--- src/rtl/xcnl_pkg.sv ---
// Shared types and constants for the XOR-closest node list.
package xcnl_pkg;

   localparam int DEF_LIST_DEPTH = 8;
   localparam int DUMP_MAX       = 8;
   localparam int TARGET_W       = 160;

   localparam logic [7:0] NODE_FAIL_LIMIT = 8'd2;

   // request modes
   localparam logic [1:0] MODE_CLEAR = 2'd0;
   localparam logic [1:0] MODE_OFFER = 2'd1;
   localparam logic [1:0] MODE_DUMP  = 2'd2;

   // result kinds
   localparam logic KIND_STATUS = 1'b0;
   localparam logic KIND_ENTRY  = 1'b1;

   // result status codes
   localparam logic [2:0] STAT_INSERTED  = 3'd0;
   localparam logic [2:0] STAT_DUPLICATE = 3'd1;
   localparam logic [2:0] STAT_TOO_FAR   = 3'd2;
   localparam logic [2:0] STAT_BAD_NODE  = 3'd3;
   localparam logic [2:0] STAT_DONE      = 3'd4;

   // register indexes
   localparam logic [1:0] CSR_TARGET_HI  = 2'd0;
   localparam logic [1:0] CSR_TARGET_MID = 2'd1;
   localparam logic [1:0] CSR_TARGET_LO  = 2'd2;

   typedef struct packed {
      logic [1:0]  mode;
      logic [63:0] node_id_hi;
      logic [63:0] node_id_mid;
      logic [31:0] node_id_lo;
      logic [31:0] node_addr;
      logic [15:0] node_port;
      logic [7:0]  fail_count;
   } req_type;

   typedef struct packed {
      logic        kind;
      logic [2:0]  status;
      logic [2:0]  position;
      logic [3:0]  count;
      logic [63:0] entry_id_hi;
      logic [63:0] entry_id_mid;
      logic [31:0] entry_id_lo;
      logic [31:0] entry_addr;
      logic [15:0] entry_port;
      logic        last;
   } rsp_type;

   typedef struct packed {
      logic [63:0] id_hi;
      logic [63:0] id_mid;
      logic [31:0] id_lo;
      logic [31:0] addr;
      logic [15:0] port;
   } entry_type;

   // first-hit scan carried along the chain
   typedef struct packed {
      logic found;
      logic dup;
   } scan_type;

   typedef enum logic [1:0] {
      OP_HOLD,
      OP_CMP,
      OP_INSERT,
      OP_ROTATE
   } cell_op_type;

   typedef enum logic [1:0] {
      ST_IDLE,
      ST_CMP,
      ST_EXEC,
      ST_DUMP
   } state_type;

endpackage

--- src/rtl/xcnl_cell.sv ---
// One list slot: holds an entry, compares it with the offered node, shifts and rotates.
module xcnl_cell
   import xcnl_pkg::*;
#(
   parameter int IDX_W    = 3,
   parameter int CELL_IDX = 0
) (
   input  logic                clock,
   input  cell_op_type         op,
   input  logic [TARGET_W-1:0] target,
   input  entry_type           node,
   input  logic                occ,
   input  entry_type           prev_entry,
   input  entry_type           next_entry,
   input  scan_type            scan_in,
   input  logic [IDX_W-1:0]    pos_in,
   output scan_type            scan_out,
   output logic [IDX_W-1:0]    pos_out,
   output entry_type           entry
);

   entry_type           slot_ff, slot_in;
   logic                lt_ff, lt_in;
   logic                eq_ff, eq_in;
   logic [TARGET_W-1:0] node_dist;
   logic [TARGET_W-1:0] slot_dist;
   logic                hit;

   assign node_dist = {node.id_hi, node.id_mid, node.id_lo} ^ target;
   assign slot_dist = {slot_ff.id_hi, slot_ff.id_mid, slot_ff.id_lo} ^ target;

   // an empty slot always counts as a hit
   assign hit = !occ || lt_ff || eq_ff;

   always_comb begin
      lt_in = lt_ff;
      eq_in = eq_ff;
      if (op == OP_CMP) begin
         lt_in = node_dist < slot_dist;
         eq_in = (node_dist == slot_dist);
      end
   end

   always_comb begin
      if (scan_in.found) begin
         scan_out = scan_in;
         pos_out  = pos_in;
      end else begin
         scan_out.found = hit;
         scan_out.dup   = hit && occ && eq_ff;
         pos_out        = IDX_W'(CELL_IDX);
      end
   end

   always_comb begin
      slot_in = slot_ff;
      case (op)
         OP_INSERT: begin
            if (scan_in.found) begin
               slot_in = prev_entry;
            end else if (hit) begin
               slot_in = node;
            end
         end
         OP_ROTATE: slot_in = next_entry;
         default:   slot_in = slot_ff;
      endcase
   end

   always_ff @(posedge clock) begin
      slot_ff <= slot_in;
      lt_ff   <= lt_in;
      eq_ff   <= eq_in;
   end

   assign entry = slot_ff;

endmodule

--- config.mk ---
export PLATFORM = sky130hd
export DESIGN_NAME = xcnl_cell
export DESIGN_NICKNAME = d
export VERILOG_FILES = /design/src/rtl/xcnl_pkg.sv /design/src/rtl/xcnl_cell.sv
export SDC_FILE = /design/constraint.sdc
export NUM_CORES = 1
export LEC_CHECK = 0
export BUFFER_PORTS_ARGS = -buffer_cell sky130_fd_sc_hd__buf_2
export CORE_AREA = 2 2 388 390
export DETAILED_ROUTE_END_ITERATION = 10
export DIE_AREA = 0 0 390 392
export GPL_TIMING_DRIVEN = 1
export PLACE_DENSITY = 0.3
export SLEW_MARGIN = 10
export SYNTH_ARGS = -nofsm -noshare
export SYNTH_HDL_FRONTEND = slang
export SYNTH_SLANG_ARGS = --single-unit
--- constraint.sdc ---
create_clock -name clock -period 6.7 [get_ports clock]
set_input_delay 1.005 -clock clock [delete_from_list [all_inputs] [get_ports clock]]
set_output_delay 1.005 -clock clock [all_outputs]
set_load 0.01 [all_outputs]
; Word-level counts from Yosys, hierarchy flattened
; Index checks and enable logic that the tools add are counted.
[totals]
regBits = 210
in_bits = 793
output_inout_bits = 213
word_cells = 27
[op_classes]
order_cmp = 1
eq_ne = 5
muxes = 5
bitwise = 2
reduce_logical = 7
[ops]
columns = op, n
row1 = $mux W208, 2
row2 = $pmux W208 S2, 1
row3 = $xor A160 B160 Y160, 2
row4 = $eq A160 B160 Y1, 1
row5 = $lt A160 B160 Y1, 1
row6 = $eq A2 B2 Y1 const B, 2
row7 = $mux W3, 1
row8 = $ne A3 B3 Y1 const B, 1
row9 = $eq A2 B1 Y1 const B, 1
row10 = $logic_and A1 B1 Y1, 2
row11 = $logic_or A1 B1 Y1, 2
row12 = $mux W2, 1
row13 = $reduce_and A2 Y1, 1
row14 = $reduce_bool A2 Y1, 1
row15 = $logic_not A1 Y1, 1

; Longest topological paths before layout
[depth]
ltp_word = 6
ltp_mapped = 10
depth_no_buf = 10

; Worst setup path before layout
; Ideal clock, no wire load.
[synth_path]
path_kind = input-to-reg
start = in scan_in[1] in the netlist's numbering
end = reg slot_ff (netlist bit entry[0]), enable pin
setup_ns = 0.587
arrival_time_ns = 5.986
required_ns = 6.113
path_slack_ns = 0.127
cell_stages = 3
path_buffers = 1
cell_sequence = clkbuf_1 or4b_2 o21a_1
[synth_via]
elab_chain_len = 2
[synth_lines]
columns = item, line_no
row1 = from (decl), xcnl_cell.sv:15  ; input scan_type scan_in,
row2 = $ne A3 B3 Y1 (no line), n/a
row3 = $reduce_and A2 Y1 (no line), n/a
row4 = to (signal assigned), xcnl_cell.sv:71  ; slot_ff <= slot_in;
row5 = to (decl), xcnl_cell.sv:22  ; entry_type slot_ff, slot_in;
; Every way passes these cells.
; A chain may end at the register's enable or synchronous reset.

; Worst setup path in the final report
[layout_path]
start = in node[119] in the netlist's numbering
end = reg lt_ff, data pin
[layout_via]
elab_chain_len = 2
[layout_lines]
columns = item, line_no
row1 = from (decl), xcnl_cell.sv:11  ; input entry_type node,
row2 = $xor A160 B160 Y160, xcnl_cell.sv:29  ; assign node_dist = {node.id_hi, node.id_mid, node.id_lo} ^ target;
row3 = $lt A160 B160 Y1, xcnl_cell.sv:39  ; lt_in = node_dist < slot_dist;
row4 = to (signal assigned), xcnl_cell.sv:72  ; lt_ff <= lt_in;
row5 = to (decl), xcnl_cell.sv:23  ; logic lt_ff, lt_in;
; Every way passes these cells.

==> run_summary.xml <==
<?xml version="1.0" encoding="UTF-8"?>
<metrics>
  <group name="sta">
    <metric name="timing.final.ws_setup" unit="ns">3.18</metric>
    <metric name="unrepaired_setup_endpoints_after_global_routing" unit="">no</metric>
    <metric name="achievable-frequency" unit="MHz">284</metric>
    <metric name="worst-slew-pin-transition" unit="ns">1.01</metric>
    <metric name="post-route-min-period" unit="ns">3.52</metric>
    <metric name="maxSlewHeadroom" unit="%">32.7</metric>
    <metric name="final-hold-violation-count" unit="">0</metric>
    <metric name="setup-tns-final" unit="ns">0</metric>
    <metric name="setup_violations" unit="">0</metric>
    <metric name="finalCritPeriodShare" unit="%">52.5</metric>
    <metric name="finalClockSkew" unit="ns">0.0170</metric>
    <metric name="fin_hold_ws" unit="ns">0.681</metric>
    <metric name="number_of_max_slew_violations_in_the_final_report" unit="">0</metric>
  </group>
  <group name="final_layout">
    <metric name="num-nets-final" unit="">3619</metric>
    <metric name="layout.cell_area.non_filler" unit="um2">24700</metric>
    <metric name="multi_input_area" unit="um2">9530</metric>
    <metric name="syn_to_final_growth" unit="%">53.1</metric>
    <metric name="seq_area" unit="um2">6310</metric>
    <metric name="finalCoreUtilization" unit="%">16.6</metric>
    <metric name="drive_gt1_share" unit="%">39.0</metric>
    <metric name="final.fill_count" unit="">17100</metric>
  </group>
  <group name="yosys">
    <metric name="synth_area_leader_cell" unit="">sky130_fd_sc_hd__edfxtp_1</metric>
    <metric name="synthCells" unit="">1840</metric>
    <metric name="post_synth.cell_area_avg" unit="um2">8.77</metric>
    <metric name="synth_sequential_area_ratio" unit="%">39.1</metric>
    <metric name="synth_ff_type" unit="">sky130_fd_sc_hd__edfxtp_1</metric>
    <metric name="synth_edf_count" unit="">210</metric>
    <metric name="synth.cell_area" unit="um2">16100</metric>
    <metric name="syn-num-nets" unit="">2634</metric>
    <metric name="netlist_top_cells_count" unit="">sky130_fd_sc_hd__nand2_1 (357), sky130_fd_sc_hd__o21ai_0 (247), sky130_fd_sc_hd__mux2i_1 (211)</metric>
    <metric name="synth_top_area_share" unit="%">39.1</metric>
    <metric name="synth_most_common_cell" unit="">sky130_fd_sc_hd__nand2_1</metric>
    <metric name="postSynth.asyncResetShare" unit="%">0</metric>
    <metric name="yosys-top-cells-area" unit="">sky130_fd_sc_hd__edfxtp_1 (39%), sky130_fd_sc_hd__mux2i_1 (13%), sky130_fd_sc_hd__nand2_1 (8.3%)</metric>
    <metric name="yosys_register_bits" unit="">210</metric>
    <metric name="yosys_warnings" unit="">0</metric>
    <metric name="unique_masters_post_synth" unit="">57</metric>
  </group>
  <group name="floorplanning">
    <metric name="die_w" unit="um">390</metric>
    <metric name="pin_count" unit="">1006</metric>
    <metric name="std_cell_rows" unit="">142</metric>
    <metric name="floorplan.initialDensity" unit="%">10.8</metric>
    <metric name="fp.coreArea" unit="um2">149000</metric>
    <metric name="floorplan.die.height" unit="um">392</metric>
    <metric name="fp.dieArea" unit="um2">153000</metric>
  </group>
  <group name="worst_hold_path">
    <metric name="worst_hold_path_cell_count" unit="">3</metric>
    <metric name="min-delay-start" unit="">next_entry[106]</metric>
    <metric name="worstHoldEndpoint" unit="">entry[106]</metric>
    <metric name="hold_path.class" unit="">input port to flop</metric>
  </group>
  <group name="clocking">
    <metric name="post_cts_resized" unit="">0</metric>
    <metric name="ctsRootBufferMaster" unit="">sky130_fd_sc_hd__clkbuf_16</metric>
    <metric name="cts.hold.buffers_added" unit="">0</metric>
    <metric name="tritoncts_clock_tree" unit="">done</metric>
    <metric name="clock_sinks" unit="">210</metric>
    <metric name="cts.clk_slew.worst_paths" unit="ns">0.06</metric>
    <metric name="worstSkewPairLatency" unit="ns">0.59</metric>
    <metric name="cts_made_buffers" unit="">37</metric>
    <metric name="cts_setup_buffers" unit="">0</metric>
    <metric name="cts-root-to-sink-buffers" unit="">3</metric>
    <metric name="htree_levels" unit="">2</metric>
  </group>
  <group name="route">
    <metric name="post_route_antenna_net_violation_count" unit="">0</metric>
    <metric name="vias" unit="">18200</metric>
    <metric name="post_drt_via_cell_ratio" unit="">3.78</metric>
    <metric name="totalWireLength" unit="um">115000</metric>
    <metric name="drt-initial-drc-count" unit="">773</metric>
    <metric name="post-route-drc-count" unit="">0</metric>
    <metric name="detailed_routing_iteration_count_for_the_pre_antenna_repair_pass" unit="">5</metric>
    <metric name="routedWlPerCell" unit="um">23.8</metric>
  </group>
  <group name="place">
    <metric name="placedInstanceArea" unit="um2">23500</metric>
    <metric name="gp_congestion" unit="">0.823</metric>
    <metric name="detailedPlace.worstSlack" unit="ns">2.17</metric>
    <metric name="io_buffers" unit="">1005</metric>
    <metric name="detailed_place_hpwl" unit="um">98000</metric>
  </group>
  <group name="setup_path">
    <metric name="crit_start_category" unit="">input port</metric>
    <metric name="worst-r2r-cell-count" unit="">9</metric>
    <metric name="critical_path.max_fanout" unit="">4</metric>
    <metric name="cp_data_required_time" unit="ns">7.01</metric>
    <metric name="r2r_setup_slk" unit="ns">3.26</metric>
    <metric name="type_of_the_setup_path_with_the_least_slack" unit="">input port to flop</metric>
    <metric name="regToRegStartpoint" unit="">entry[119]</metric>
    <metric name="timing.critical_path.to_type" unit="">flop</metric>
    <metric name="r2r_end" unit="">lt_ff</metric>
    <metric name="cp_data_arrival_time" unit="ns">3.83</metric>
  </group>
  <group name="power">
    <metric name="clock_power_share" unit="%">40.1</metric>
    <metric name="power_density" unit="nW/um2">194</metric>
    <metric name="power.share.combinational" unit="%">24.4</metric>
    <metric name="p_sw" unit="W">0.00158</metric>
    <metric name="irDropWorstVdd" unit="mV">0.137</metric>
    <metric name="p_leak" unit="nW">10.4</metric>
    <metric name="switching_share" unit="%">33.0</metric>
    <metric name="cellInternalPower" unit="W">0.00322</metric>
    <metric name="power_frac_seq" unit="%">35.5</metric>
  </group>
  <group name="status">
    <metric name="outcome" unit="">finished, final reports clean</metric>
  </group>
  <group name="grt">
    <metric name="gr-usage-all-layers" unit="%">14.2</metric>
    <metric name="largest_net_degree_at_the_start_of_global_routing" unit="">171</metric>
    <metric name="grt_use_met1" unit="%">15.9</metric>
    <metric name="busiest_layer" unit="">met2</metric>
    <metric name="met2_global_route_usage" unit="%">25.5</metric>
    <metric name="grt_overflow" unit="">0</metric>
    <metric name="grt_antenna_before_repair" unit="">120</metric>
    <metric name="vias_in_the_first_global_route" unit="">17800</metric>
    <metric name="first_pass_grt_wire_length" unit="um">149000</metric>
    <metric name="met3_track_demand_over_resource_in_global_routing" unit="%">4.81</metric>
  </group>
  <group name="job">
    <metric name="max_capacitance_violation_count" unit="">0</metric>
  </group>
</metrics>
[layer usage]
| layer | share of wire, % | up-vias |
|---|---|---|
| met5 | 0.28 | - |
| met4 | 2.8 | 48 |
| met3 | 8.3 | 246 |
| met2 | 50 | 788 |
| met1 | 39 | 8371 |
| li1 | - | 8752 |
[power by group through the flow]
stage / sequential [W] / combinational, W / clock [W]
floorplan: 0.00176 / 0.000489 / 0
global placement: 0.00173 / 0.00121 / 0
detailed placement: 0.00173 / 0.00121 / 0
CTS: 0.00171 / 0.00121 / 0.00204
global route: 0.00172 / 0.00131 / 0.00207
finish: 0.00170 / 0.00117 / 0.00192
[registers in the layout, indices dropped and copies added, names as in the netlist]
register and flops:
eq_ff 1, lt_ff 1, entry 208
[through the flow]
stage	std cells	power (W)
after floorplan	1840	0.00225
after global routing	4810	0.00510
after global placement	4730	0.00294
after detailed placement	4730	0.00294
after CTS	4795	0.00496
final	4820	0.00480
[placed cells by master (no fill, tap or decap), types with 16 or more instances in the layout]
master,n
sky130_fd_sc_hd__a211oi_1,17
sky130_fd_sc_hd__a21oi_1,71
sky130_fd_sc_hd__buf_2,1004
sky130_fd_sc_hd__clkbuf_16,39
sky130_fd_sc_hd__diode_2,25
sky130_fd_sc_hd__edfxtp_1,210
sky130_fd_sc_hd__mux2i_1,211
sky130_fd_sc_hd__nand2_1,357
sky130_fd_sc_hd__nand2b_1,44
sky130_fd_sc_hd__nand3b_1,41
sky130_fd_sc_hd__nor2_1,162
sky130_fd_sc_hd__nor3_1,16
sky130_fd_sc_hd__o211ai_1,18
sky130_fd_sc_hd__o21ai_0,247
sky130_fd_sc_hd__o22ai_1,40
sky130_fd_sc_hd__or3b_2,38
sky130_fd_sc_hd__xnor2_1,52
sky130_fd_sc_hd__xor2_1,101
[cell type report]
| cell class | instances | area share, % |
|---|---|---|
| tap | 1944 | 9.85 |
| multi-input combinational | 1549 | 38.6 |
| timing repair buffer | 1016 | 21.0 |
| sequential | 210 | 25.5 |
| clock inverter | 17 | 0.527 |
| antenna | 25 | 0.253 |
| clock buffer | 48 | 4.09 |
| inverter | 11 | 0.167 |
[worst max-delay path, cell delays in order]
cell	delay, ns
sky130_fd_sc_hd__buf_2	0.13
sky130_fd_sc_hd__xor2_1	0.19
sky130_fd_sc_hd__nor4_1	0.76
sky130_fd_sc_hd__o211ai_1	0.27
sky130_fd_sc_hd__nand4_1	0.18
sky130_fd_sc_hd__a211oi_1	0.13
sky130_fd_sc_hd__o211ai_1	0.54
sky130_fd_sc_hd__a22oi_1	0.34
sky130_fd_sc_hd__nand3_1	0.22
sky130_fd_sc_hd__a21oi_1	0.06
[worst max path at each step]
stage / to / startpoint / depth (start not counted) / slack [ns]
floorplan: entry[0] / scan_in[1] / 3 / 0.13
global placement: lt_ff / node[195] / 10 / 2.18
detailed placement: lt_ff / node[195] / 10 / 2.17
CTS: lt_ff / node[195] / 10 / 2.81
global route: lt_ff / node[198] / 10 / 2.85
finish: lt_ff / node[119] / 10 / 3.18
[kinds of logic after synthesis]
group	Yosys count	synth area share, %
muxes	211	13.1
xor gates and xnor gates	153	8.31
and+or+nand+nor	729	21.3
adders and majority gates	1	0.0775
buffers and inverters	81	1.89
AOI/OAI and AO/OA	455	16.3
DFF	210	39.1
Note: power is estimated with default switching activity, not from simulation.
